<file path="src/rtl/fgc_pkg.sv">
// Package for the finger gap collision check: sizes, codes, transaction type, slot mask.
// No dependencies.
package fgc_pkg;

   localparam int NUM_PLACEMENTS = 10;
   localparam int SLOTS          = 2 * NUM_PLACEMENTS;

   localparam int COORD_W  = 32;
   localparam int CFG_W    = 31;
   localparam int AXIS_W   = 2;
   localparam int SEL_W    = 5;
   localparam int ACTION_W = 2;
   localparam int FINGER_W = 20;
   localparam int HAND_W   = 10;
   localparam int BASE_W   = COORD_W + 1;
   // lateral offset relative to a slot edge, moves by one step per cell
   localparam int D_W      = COORD_W + 1 + $clog2(NUM_PLACEMENTS + 1);

   localparam int REQ_W    = 136;
   localparam int RSP_W    = 32;
   localparam int CSR_W    = 32;
   localparam int REG_IDX_W = 3;
   localparam int ADDR_W   = REG_IDX_W + 2;

   localparam logic [CFG_W-1:0]  RST_TINE_WIDTH     = CFG_W'(10486);
   localparam logic [CFG_W-1:0]  RST_PALM_DEPTH     = CFG_W'(62915);
   localparam logic [CFG_W-1:0]  RST_PLACEMENT_STEP = CFG_W'(11068);
   localparam logic [AXIS_W-1:0] AXIS_X = 2'd0;
   localparam logic [AXIS_W-1:0] AXIS_Y = 2'd1;
   localparam logic signed [SEL_W-1:0] SEL_ALL = -5'sd1;

   typedef enum logic [ACTION_W-1:0] {
      ACT_BEGIN = 2'd0,
      ACT_POINT = 2'd1,
      ACT_END   = 2'd2
   } action_type;

   typedef enum logic [REG_IDX_W-1:0] {
      REG_TINE_WIDTH     = 3'd0,
      REG_PALM_DEPTH     = 3'd1,
      REG_PLACEMENT_STEP = 3'd2,
      REG_LATERAL_AXIS   = 3'd3,
      REG_FORWARD_AXIS   = 3'd4
   } reg_idx_type;

   typedef struct packed {
      logic                        valid;
      action_type                  kind;
      logic                        mark;
      logic signed [D_W-1:0]       dl;
      logic signed [D_W-1:0]       dr;
      logic [NUM_PLACEMENTS-1:0]   occ_l;
      logic [NUM_PLACEMENTS-1:0]   occ_r;
      logic                        collided;
      logic                        saw;
      logic signed [SEL_W-1:0]     chosen;
   } item_type;

   function automatic logic [SLOTS-1:0] considered_mask(input logic signed [SEL_W-1:0] sel);
      logic [SLOTS-1:0] m;
      int c;
      m = '0;
      c = int'(sel);
      if (sel == SEL_ALL) begin
         m = '1;
      end else begin
         for (int i = 0; i < SLOTS; i++) begin
            if (i == c || i == NUM_PLACEMENTS + c) begin
               m[i] = 1'b1;
            end
         end
      end
      return m;
   endfunction

endpackage

</file>
<file path="src/rtl/finger_gap_collision_check.sv">
// A result appears on rsp_tvalid once its end transaction has passed the cell
// registers of the chain and then the output register; one cell per slot pair.
// Throughput: one transaction per cycle; the whole chain advances together and
// holds only while a result waits in the output register and is not taken.
// Reset (synchronous): registers to defaults, slots free, all-slot selection.
// Top level; depends on fgc_pkg, fgc_front and fgc_cell.
module finger_gap_collision_check (
   input  logic                          clock,
   input  logic                          reset,
   input  logic                          req_tvalid,
   output logic                          req_tready,
   // coord_x[31:0], coord_y[63:32], coord_z[95:64], bite_depth[127:96],
   // slot_select[132:128], zero pad
   input  logic [fgc_pkg::REQ_W-1:0]      req_tdata,
   // action[1:0]
   input  logic [fgc_pkg::ACTION_W-1:0]   req_tuser,
   output logic                          rsp_tvalid,
   input  logic                          rsp_tready,
   // finger_free[19:0], hand_free[29:20], base_collision[30], empty_region[31]
   output logic [fgc_pkg::RSP_W-1:0]      rsp_tdata,
   input  logic                          csr_psel,
   input  logic                          csr_penable,
   input  logic                          csr_pwrite,
   input  logic [fgc_pkg::ADDR_W-1:0]     csr_paddr,
   input  logic [fgc_pkg::CSR_W-1:0]      csr_pwdata,
   output logic [fgc_pkg::CSR_W-1:0]      csr_prdata,
   output logic                          csr_pready
);
   import fgc_pkg::*;

   logic [CFG_W-1:0]  tine_width_ff, palm_depth_ff, placement_step_ff;
   logic [AXIS_W-1:0] lateral_axis_ff, forward_axis_ff;
   logic              csr_write;
   logic [REG_IDX_W-1:0] reg_idx;

   logic              en, accept;
   item_type          link [0:NUM_PLACEMENTS];
   item_type          tail;

   logic [SLOTS-1:0]          occ_all, free_all;
   logic [NUM_PLACEMENTS-1:0] hands;
   logic                      rsp_valid_ff, rsp_valid_in;
   logic [FINGER_W-1:0]       finger_ff, finger_in;
   logic [HAND_W-1:0]         hand_ff, hand_in;
   logic                      basecol_ff, empty_ff;

   // configuration port
   assign csr_pready = 1'b1;
   assign csr_write  = csr_psel && csr_penable && csr_pwrite && csr_pready;
   assign reg_idx    = csr_paddr[ADDR_W-1:2];

   always_ff @(posedge clock) begin
      if (reset) begin
         tine_width_ff     <= RST_TINE_WIDTH;
         palm_depth_ff     <= RST_PALM_DEPTH;
         placement_step_ff <= RST_PLACEMENT_STEP;
         lateral_axis_ff   <= AXIS_Y;
         forward_axis_ff   <= AXIS_X;
      end else if (csr_write) begin
         case (reg_idx)
            REG_TINE_WIDTH:     tine_width_ff     <= csr_pwdata[CFG_W-1:0];
            REG_PALM_DEPTH:     palm_depth_ff     <= csr_pwdata[CFG_W-1:0];
            REG_PLACEMENT_STEP: placement_step_ff <= csr_pwdata[CFG_W-1:0];
            REG_LATERAL_AXIS:   lateral_axis_ff   <= csr_pwdata[AXIS_W-1:0];
            REG_FORWARD_AXIS:   forward_axis_ff   <= csr_pwdata[AXIS_W-1:0];
            default: ;
         endcase
      end
   end

   always_comb begin
      case (reg_idx)
         REG_TINE_WIDTH:     csr_prdata = CSR_W'(tine_width_ff);
         REG_PALM_DEPTH:     csr_prdata = CSR_W'(palm_depth_ff);
         REG_PLACEMENT_STEP: csr_prdata = CSR_W'(placement_step_ff);
         REG_LATERAL_AXIS:   csr_prdata = CSR_W'(lateral_axis_ff);
         REG_FORWARD_AXIS:   csr_prdata = CSR_W'(forward_axis_ff);
         default:            csr_prdata = '0;
      endcase
   end

   // stream control
   assign en         = !rsp_valid_ff || rsp_tready;
   assign req_tready = en;
   assign accept     = req_tvalid && req_tready;

   fgc_front u_front (
      .clock        (clock),
      .reset        (reset),
      .accept       (accept),
      .action       (req_tuser),
      .coord_x      (req_tdata[COORD_W-1:0]),
      .coord_y      (req_tdata[2*COORD_W-1:COORD_W]),
      .coord_z      (req_tdata[3*COORD_W-1:2*COORD_W]),
      .bite_depth   (req_tdata[4*COORD_W-1:3*COORD_W]),
      .slot_select  (req_tdata[4*COORD_W+SEL_W-1:4*COORD_W]),
      .palm_depth   (palm_depth_ff),
      .lateral_axis (lateral_axis_ff),
      .forward_axis (forward_axis_ff),
      .item_out     (link[0])
   );

   for (genvar k = 0; k < NUM_PLACEMENTS; k++) begin : g_cell
      fgc_cell u_cell (
         .clock          (clock),
         .reset          (reset),
         .en             (en),
         .tine_width     (tine_width_ff),
         .placement_step (placement_step_ff),
         .item_in        (link[k]),
         .item_out       (link[k+1])
      );
   end

   assign tail = link[NUM_PLACEMENTS];

   // result assembly at the chain exit
   always_comb begin
      occ_all  = {tail.occ_r, tail.occ_l};
      free_all = '0;
      if (!tail.collided && tail.saw) begin
         free_all = ~occ_all & considered_mask(tail.chosen);
      end
      for (int i = 0; i < NUM_PLACEMENTS; i++) begin
         hands[i] = free_all[i] && free_all[NUM_PLACEMENTS+i];
      end
      finger_in    = FINGER_W'(free_all);
      hand_in      = HAND_W'(hands);
      rsp_valid_in = tail.valid && (tail.kind == ACT_END);
   end

   always_ff @(posedge clock) begin
      if (reset) begin
         rsp_valid_ff <= 1'b0;
      end else if (en) begin
         rsp_valid_ff <= rsp_valid_in;
      end
   end

   always_ff @(posedge clock) begin
      if (en && rsp_valid_in) begin
         finger_ff  <= finger_in;
         hand_ff    <= hand_in;
         basecol_ff <= tail.collided;
         empty_ff   <= !tail.saw;
      end
   end

   assign rsp_tvalid = rsp_valid_ff;
   assign rsp_tdata  = {empty_ff, basecol_ff, hand_ff, finger_ff};

endmodule

</file>
<file path="src/rtl/fgc_front.sv">
// Entry stage: axis selection, crop and base tests, per-evaluation state.
// Depends on fgc_pkg.
module fgc_front (
   input  logic                              clock,
   input  logic                              reset,
   input  logic                              accept,
   input  logic [fgc_pkg::ACTION_W-1:0]      action,
   input  logic signed [fgc_pkg::COORD_W-1:0] coord_x,
   input  logic signed [fgc_pkg::COORD_W-1:0] coord_y,
   input  logic signed [fgc_pkg::COORD_W-1:0] coord_z,
   input  logic signed [fgc_pkg::COORD_W-1:0] bite_depth,
   input  logic signed [fgc_pkg::SEL_W-1:0]   slot_select,
   input  logic [fgc_pkg::CFG_W-1:0]          palm_depth,
   input  logic [fgc_pkg::AXIS_W-1:0]         lateral_axis,
   input  logic [fgc_pkg::AXIS_W-1:0]         forward_axis,
   output fgc_pkg::item_type                  item_out
);
   import fgc_pkg::*;

   logic signed [COORD_W-1:0] bite_ff;
   logic signed [BASE_W-1:0]  base_ff, base_in;
   logic signed [SEL_W-1:0]   chosen_ff;
   logic                      collided_ff, saw_ff;
   logic signed [COORD_W-1:0] fwd, lat;
   logic                      below_bite, below_base, known;

   function automatic logic signed [COORD_W-1:0] pick_axis(
      input logic [AXIS_W-1:0] sel,
      input logic signed [COORD_W-1:0] x,
      input logic signed [COORD_W-1:0] y,
      input logic signed [COORD_W-1:0] z);
      logic signed [COORD_W-1:0] r;
      case (sel)
         AXIS_X:  r = x;
         AXIS_Y:  r = y;
         default: r = z;
      endcase
      return r;
   endfunction

   always_comb begin
      fwd        = pick_axis(forward_axis, coord_x, coord_y, coord_z);
      lat        = pick_axis(lateral_axis, coord_x, coord_y, coord_z);
      below_bite = fwd < bite_ff;
      below_base = BASE_W'(fwd) < base_ff;
      base_in    = BASE_W'(bite_depth) - signed'({2'b00, palm_depth});
      known      = (action == ACT_BEGIN) || (action == ACT_POINT) || (action == ACT_END);

      item_out          = '0;
      item_out.valid    = accept && known;
      item_out.kind     = action_type'(action);
      item_out.mark     = below_bite && !below_base;
      item_out.dl       = D_W'(lat);
      item_out.dr       = D_W'(lat);
      item_out.collided = collided_ff;
      item_out.saw      = saw_ff;
      item_out.chosen   = chosen_ff;
   end

   always_ff @(posedge clock) begin
      if (reset) begin
         bite_ff     <= '0;
         base_ff     <= '0;
         chosen_ff   <= SEL_ALL;
         collided_ff <= 1'b0;
         saw_ff      <= 1'b0;
      end else if (accept) begin
         case (action)
            ACT_BEGIN: begin
               bite_ff     <= bite_depth;
               base_ff     <= base_in;
               chosen_ff   <= slot_select;
               collided_ff <= 1'b0;
               saw_ff      <= 1'b0;
            end
            ACT_POINT: begin
               if (below_bite) begin
                  saw_ff <= 1'b1;
                  if (below_base) begin
                     collided_ff <= 1'b1;
                  end
               end
            end
            default: ;
         endcase
      end
   end

endmodule

</file>
<file path="src/rtl/fgc_cell.sv">
// One chain cell: holds a left and a right slot occupancy bit and passes the
// transaction on with the lateral offsets moved by one placement step. Uses fgc_pkg.
module fgc_cell (
   input  logic                     clock,
   input  logic                     reset,
   input  logic                     en,
   input  logic [fgc_pkg::CFG_W-1:0] tine_width,
   input  logic [fgc_pkg::CFG_W-1:0] placement_step,
   input  fgc_pkg::item_type        item_in,
   output fgc_pkg::item_type        item_out
);
   import fgc_pkg::*;

   item_type              item_ff;
   logic                  occ_l_ff, occ_r_ff;
   logic signed [D_W-1:0] width_ext, step_ext;
   logic                  hit_l, hit_r;

   always_comb begin
      width_ext = signed'({{(D_W-CFG_W){1'b0}}, tine_width});
      step_ext  = signed'({{(D_W-CFG_W){1'b0}}, placement_step});
      hit_l     = (item_ff.dl > 0) && (item_ff.dl < width_ext);
      hit_r     = (item_ff.dr > 0) && (item_ff.dr < width_ext);

      item_out       = item_ff;
      item_out.dl    = item_ff.dl + step_ext;
      item_out.dr    = item_ff.dr - step_ext;
      item_out.occ_l = {item_ff.occ_l[NUM_PLACEMENTS-2:0], occ_l_ff};
      item_out.occ_r = {occ_r_ff, item_ff.occ_r[NUM_PLACEMENTS-1:1]};
   end

   always_ff @(posedge clock) begin
      if (reset) begin
         item_ff.valid <= 1'b0;
      end else if (en) begin
         item_ff <= item_in;
      end
   end

   always_ff @(posedge clock) begin
      if (reset) begin
         occ_l_ff <= 1'b0;
         occ_r_ff <= 1'b0;
      end else if (en && item_ff.valid) begin
         case (item_ff.kind)
            ACT_BEGIN: begin
               occ_l_ff <= 1'b0;
               occ_r_ff <= 1'b0;
            end
            ACT_POINT: begin
               if (item_ff.mark) begin
                  occ_l_ff <= occ_l_ff | hit_l;
                  occ_r_ff <= occ_r_ff | hit_r;
               end
            end
            default: ;
         endcase
      end
   end

endmodule

</file>
<file path="config.mk">
export PLATFORM = sky130hd
export DESIGN_NAME = finger_gap_collision_check
export DESIGN_NICKNAME = d
export VERILOG_FILES = /design/src/rtl/fgc_pkg.sv /design/src/rtl/finger_gap_collision_check.sv /design/src/rtl/fgc_front.sv /design/src/rtl/fgc_cell.sv
export SDC_FILE = /design/constraint.sdc
export NUM_CORES = 2
export LEC_CHECK = 0
export BUFFER_PORTS_ARGS = -buffer_cell sky130_fd_sc_hd__buf_2
export CAP_MARGIN = 20
export CELL_PAD_IN_SITES_DETAIL_PLACEMENT = 1
export CELL_PAD_IN_SITES_GLOBAL_PLACEMENT = 2
export CORE_ASPECT_RATIO = 1.1
export CORE_MARGIN = 2
export CORE_UTILIZATION = 45
export CTS_CLUSTER_SIZE = 28
export DETAILED_ROUTE_END_ITERATION = 8
export HOLD_SLACK_MARGIN = 0.02
export PLACE_DENSITY = 0.94
export SETUP_SLACK_MARGIN = 0.4
export SYNTH_ARGS = -nofsm -noshare
export SYNTH_HDL_FRONTEND = slang
export SYNTH_SLANG_ARGS = --single-unit
</file>
<file path="constraint.sdc">
create_clock -name clock -period 148.7 [get_ports clock]
set_input_delay 29.74 -clock clock [delete_from_list [all_inputs] [get_ports clock]]
set_output_delay 29.74 -clock clock [all_outputs]
set_load 0.02 [all_outputs]
</file>
### After elaboration in Yosys (flattened, before gate mapping)

Index checks and enable logic that the tools add are counted.

| word-level totals | value |
|---|---|
| register bits | 1,120 |
| bits in latches | 0 |
| bits in writable memories | 0 |
| memory bits (read-only) | 0 |
| bits of input ports | 182 |
| output and inout bits | 67 |
| word-level logic and storage cells | 476 |
| memories kept | 0 |

| cells by class | value |
|---|---|
| add/subtract/negate cells | 20 |
| $mul | 0 |
| div/mod/pow operators | 0 |
| order comparisons | 40 |
| equality and inequality tests | 70 |
| shifts and indexed selects | 0 |
| multiplexer cells | 71 |
| bitwise gates (word level) | 23 |
| reduce and logical (&&, ||, !) cells | 120 |

Operator list:

| kind | number |
|---|---|
| > comparator 37 x 1 -> 1 bit (second input constant) | 18 |
| < comparator 37 x 32 -> 1 bit | 18 |
| adder 37 x 32 -> 37 bit | 8 |
| subtractor 37 x 32 -> 37 bit | 8 |
| case mux 31 bit (5 select lines) | 1 |
| case mux 32 bit (2 select lines) | 2 |
| subtractor 32 x 32 -> 33 bit | 2 |
| zero test 32 bit | 2 |
| < comparator 32 bit | 2 |
| 2-to-1 mux 20 bit | 3 |
| equality test 5 x 6 -> 1 bit (first input constant) | 8 |
| logical AND 1 bit | 47 |
| case mux 1 bit (2 select lines) | 22 |
| 2-to-1 mux 1 bit | 43 |
| equality test 5 bit (first input constant) | 8 |
| adder 32 x 32 -> 33 bit | 1 |
| < comparator 32 x 33 -> 1 bit | 1 |
| AND reduction 3 bit | 11 |
| > comparator 32 x 1 -> 1 bit (second input constant) | 1 |
| equality test 2 x 1 -> 1 bit (second input constant) | 13 |
| zero test 2 bit | 13 |
| equality test 4 x 6 -> 1 bit (first input constant) | 4 |
| equality test 6 x 5 -> 1 bit (first input constant) | 4 |
| equality test 6 bit (first input constant) | 4 |
| other kinds (22) | 100 |

### Logic depth before layout (Yosys ltp)

| depth | value |
|---|---|
| word-level depth | 9 |
| gate-level depth with buffers | 15 |
| gate-level depth less buffers | 13 |

### Modules after synthesis

A second synthesis with hierarchy kept.

| second synthesis, totals | value |
|---|---|
| cell total of the unflattened synthesis | 10,242 |
| area total of the unflattened synthesis | 98,632.1 um2 |

By module, submodules not included:

| module | times used | cells each | area an instance (um2) | sequential area each (um2) |
|---|---|---|---|---|
| fgc_cell at g_cell[0].u_cell ... | 7 | 805 | 8,285.4 | 3,123.0 |
| fgc_cell at g_cell[2].u_cell | 1 | 976 | 9,053.7 | 3,123.0 |
| fgc_cell at g_cell[9].u_cell | 1 | 935 | 8,947.3 | 3,123.0 |
| fgc_cell at g_cell[1].u_cell | 1 | 862 | 8,577.0 | 3,123.0 |
| fgc_front | 1 | 1,054 | 7,652.3 | 1,441.4 |
| finger_gap_collision_check | 1 | 780 | 6,403.6 | 2,922.8 |

### Worst setup path before layout

No wires, ideal clock.

| timing | value |
|---|---|
| path kind | in2reg |
| from | input reset |
| to | register g_cell[0].u_cell.item_ff[64] (netlist bit), enable pin |
| setup time | 2.136 ns |
| arrival | 66.393 ns |
| required time | 146.564 ns |
| setup slack | 80.171 ns |
| cell stages on the path | 4 |
| buffers on the path | 3 |
| cell sequence | clkbuf_1 -> buf_1 -> clkbuf_1 -> nor2_1 |

| on the way | value |
|---|---|
| cells in the longest elaborated chain, start to end | 2 |

RTL lines:

| item | line | RTL |
|---|---|---|
| from (decl) | finger_gap_collision_check.sv:9 | `input logic reset,` |
| NOT 1 bit (no line) | n/a |  |
| AND reduction 2 bit (no line) | n/a |  |
| to (signal assigned) | fgc_cell.sv:36 | `item_ff <= item_in;` |
| to (decl) | fgc_cell.sv:14 | `item_type item_ff;` |

No other way between the ends.
A chain may end at the register's enable or synchronous reset.

### Worst setup path after layout

| timing | value |
|---|---|
| from | input csr_paddr[2] (netlist bit) |
| to | output csr_prdata[30] (netlist bit) |

| on the way | value |
|---|---|
| cells in the longest elaborated chain, start to end | 2 |
| elaborated cells on any way between the ends | 6 |
| those cells by class | 4 x eq/ne; 1 x mux; 1 x reduce/logical |

RTL lines:

| item | line | RTL |
|---|---|---|
| from (decl) | finger_gap_collision_check.sv:24 | `input logic [fgc_pkg::ADDR_W-1:0] csr_paddr,` |
| equality test 3 bit (tied with other cells) | finger_gap_collision_check.sv:72 | `case (reg_idx)` |
| case mux 31 bit (5 select lines) * | finger_gap_collision_check.sv:72 |  |
| to (decl) | finger_gap_collision_check.sv:26 | `output logic [fgc_pkg::CSR_W-1:0] csr_prdata,` |

Every way passes the cells marked *; elsewhere a longest branch is shown, timed or not.

==> flow_summary_export.csv <==
group,metric,value,unit
sta,fin_setup_tns,0,ns
yosys,synth_nets,9764,
critical_path,cp_slowest_cell,"nor2b_4",
floorplanning,fp.dieH,452.0,µm
detailed_routing,dr.pass1.iters,5,
pwr,ir_drop,0.00001481,V
yosys,synth-seq-cells,1103,
floorplanning,io_pins,249,
grt,use_met3,3.618,%
critical_path,cp.arrival,31.84,ns
grt,overflow,0,
grt,grt_first_pass_wirelength,423600,µm
pwr,p_per_area,12.94,nW/µm²
floorplanning,core-area,181400,µm²
critical_path,crit_family,"simple AND/OR/NAND/NOR gates",
placement,numPortBuffers,240,
cells_and_area,syn_to_final_growth,10.85,%
clock_tree,clk_latency,0.83,ns
yosys,async_flop_share,0,%
pwr,leakagePower,0.03717,µW
yosys,syn_inst,8340,
sta,fmax,0.01624,GHz
yosys,avgSynthCellArea,9.847,µm²
job,cap_violations,0,
sta,max_slew_margin,16.34,%
clock_tree,cts_tree,"yes",
sta,layout_worst_path_cycle_share,41.41,%
critical_path,cp.required,118.96,ns
floorplanning,die_x,411.3,µm
sta,setup_violations,0,
detailed_routing,drt_iter0_drc,4360,
cells_and_area,layout.nets,10080,
floorplanning,num_rows,164,
detailed_routing,drt-total-wl,282900,µm
outcome,status,"completed",
critical_path,cp-start-kind,"primary input",
clock_tree,cts_resized,0,
sta,rsz0062_at_grt,"false",
cells_and_area,drive_gt1_share,7.245,%
critical_path,crit_buf_inv,3,
yosys,ys.flop_type,"edfxtp_1",
critical_path,cp_common_cell,"buf_2",
floorplanning,initial_core_util,45.27,%
critical_path,criticalPathCategory,"primary input to primary output",
clock_tree,cts_setup_buffers,0,
grt,antenna_found_initial,12,
grt,grt_usage,29.79,%
cells_and_area,instances_no_fill,11180,
grt,grt_use_met1,36.53,%
placement,dp_cells,10930,
floorplanning,die_area,185900,µm²
sta,slew_violations,0,
grt,first_global_vias,72150,
sta,hold_viol,0,
yosys,synth.distinct_cells,98,
yosys,synth_area,82120,µm²
clock_tree,cts.reportedPaths.clkPinSlew,0.07,ns
yosys,synth_edf_count,903,
sta,fin_skew,0.03296,ns
grt,grt.met2_usage,51.02,%
yosys,yosys_warnings,0,
clock_tree,clock-sinks,1103,
detailed_routing,num_vias,68480,
clock_tree,cts.htree.levels,4,
detailed_routing,viasPerCell,6.126,
clock_tree,cts_buffers,131,
hold_path,hp-class,"flop to flop",
critical_path,worst-path-max-fanout,38,
clock_tree,postCtsHoldBufs,0,
grt,grt_max_degree,87,
detailed_routing,drtAntennaViolNets,0,
clock_tree,clockBufferDepth,3,
critical_path,crit_chain,"buf_2, buf_4, nor2b_4, a21oi_1, nor2_1, buf_2",
sta,period_needed,61.58,ns
sta,worst_slew_pin_slew,1.246,ns
placement,gp_congestion,0.9106,
detailed_routing,wire_per_inst,25.31,µm
placement,hpwl,219600,µm
detailed_routing,drc,0,
critical_path,crit_path_max_incr_delay,0.83,ns
critical_path,crit_path_end_kind,"primary output",
grt,busiest_layer,"met2",
yosys,yosysSeqAreaShare,37.89,%
clock_tree,root_buffer,"clkbuf_16",
## per-layer routing
layer | vias to the layer above | routed length (µm) | share of wire (%)
met5 | - | 0 | 0
met4 | 0 | 16230 | 5.7
met3 | 565 | 14670 | 5.2
met2 | 1792 | 135300 | 48
met1 | 34050 | 116700 | 41
li1 | 32070 | - | -
## registers in the layout, summed over array words and instances (netlist names), 2 cells and up
register	flops
hand_ff	10
forward_axis_ff	2
finger_ff	20
u_front.chosen_ff	5
placement_step_ff	31
u_front.base_ff	33
palm_depth_ff	31
g_cell.u_cell.item_out	200
g_cell.u_cell.item_ff	681
tine_width_ff	31
u_front.bite_ff	32
g_cell.u_cell.occ_r_ff	10
g_cell.u_cell.occ_l_ff	10
lateral_axis_ff	2
## worst paths after layout
check | from | end | slack [ns] | cells past startpoint
setup / recovery | csr_paddr[2] | csr_prdata[30] | 87.12 | 6
hold / removal | g_cell[1].u_cell.item_out[18] | g_cell[2].u_cell.item_out[19] | 0.41 | 0
hold reg to reg | g_cell[1].u_cell.item_out[18] | g_cell[2].u_cell.item_out[19] | 0.41 | 0
setup reg to reg | placement_step_ff[1] | g_cell[9].u_cell.item_ff[60] | 143.47 | 14
## worst register-to-register path: cells and delay by family, from the launching register on
family / cells / cell delay, ns
xor gates and xnor gates: 1 / 0.15
buffers and inverters: 3 / 1.29
AOI/OAI and AO/OA: 7 / 2.54
adders and majority gates: 1 / 0.39
and+or+nand+nor: 2 / 0.26
DFF: 1 / 0.34
## per-stage QoR
stage	util [%]	hold WS [ns]	power [µW]	setup WS, ns	area [µm²]
2_1_floorplan	-	0.4003	743.7	80.17	82120
3_3_place_gp	47.71	0.4012	815.5	87.13	86550
3_5_place_dp	47.73	0.4052	840.9	87.14	86570
4_1_cts	50.16	0.4121	1180	87.13	90980
5_1_grt	50.18	0.4212	1242	87.01	91020
6_report	50.18	0.4116	1178	87.12	91030
## final cells by class
cell class                 count  area (µm²)
fill                       20430       90370
clock buffer                 161        3557
antenna                        7       17.52
clock inverter                78       852.1
sequential                  1103       31120
multi-input combinational   6709       49040
inverter                     363        1363
timing repair buffer         351        2061
tap                         2407        3012
## report_power, final
part	switching, µW	leakage [µW]	internal (µW)
Sequential	44.9	0.0104	403
Clock	140	0.00215	196
Combinational	224	0.0246	170
Total	409	0.0372	769
## Yosys cell counts (all sizes together), types with 125 or more instances
cell,n,area [µm²]
ha,1223,15300
edfxtp,903,27120
a21oi,791,3981
nand2,707,2654
nor2,470,1767
a21o,443,3326
o21ai,424,2126
xnor2,407,3565
inv,360,1351
dfxtp,200,4004
nor4,179,1135
xor2,175,1533
nor2b,173,1082
nand4,172,1076
nand3,155,775.7
nor3,154,770.7
nand2b,143,894.6
clkbuf,133,499.2
o21a,125,938.4
## kinds of logic after synthesis
logic type	share of synthesized area, %
xor+xnor	6.207
buf+inv	2.448
fa+ha+maj	19.10
flops	37.89
mux	1.277
compound gates	18.72
other cells	0.009145
simple gates	14.35
## cells in the final DEF, fill, tap and decap left out, types with 101 or more instances in the layout
master | netlist | layout
o21a_1 | 125 | 125
nand3_1 | 155 | 155
xnor2_1 | 407 | 407
clkbuf_16 | 0 | 136
a21o_1 | 443 | 443
o21ai_0 | 373 | 373
mux2i_1 | 101 | 101
nor2b_1 | 173 | 171
nor2_1 | 469 | 467
buf_2 | 8 | 239
nand4_1 | 172 | 172
inv_1 | 359 | 359
nor4_1 | 178 | 176
nand2b_1 | 143 | 142
xor2_1 | 175 | 175
buf_4 | 5 | 110
dfxtp_1 | 200 | 196
a21oi_1 | 785 | 785
ha_1 | 1223 | 1223
nand2_1 | 707 | 707
edfxtp_1 | 903 | 903
nor3_1 | 154 | 154
Power figures use the tool's default switching activity.
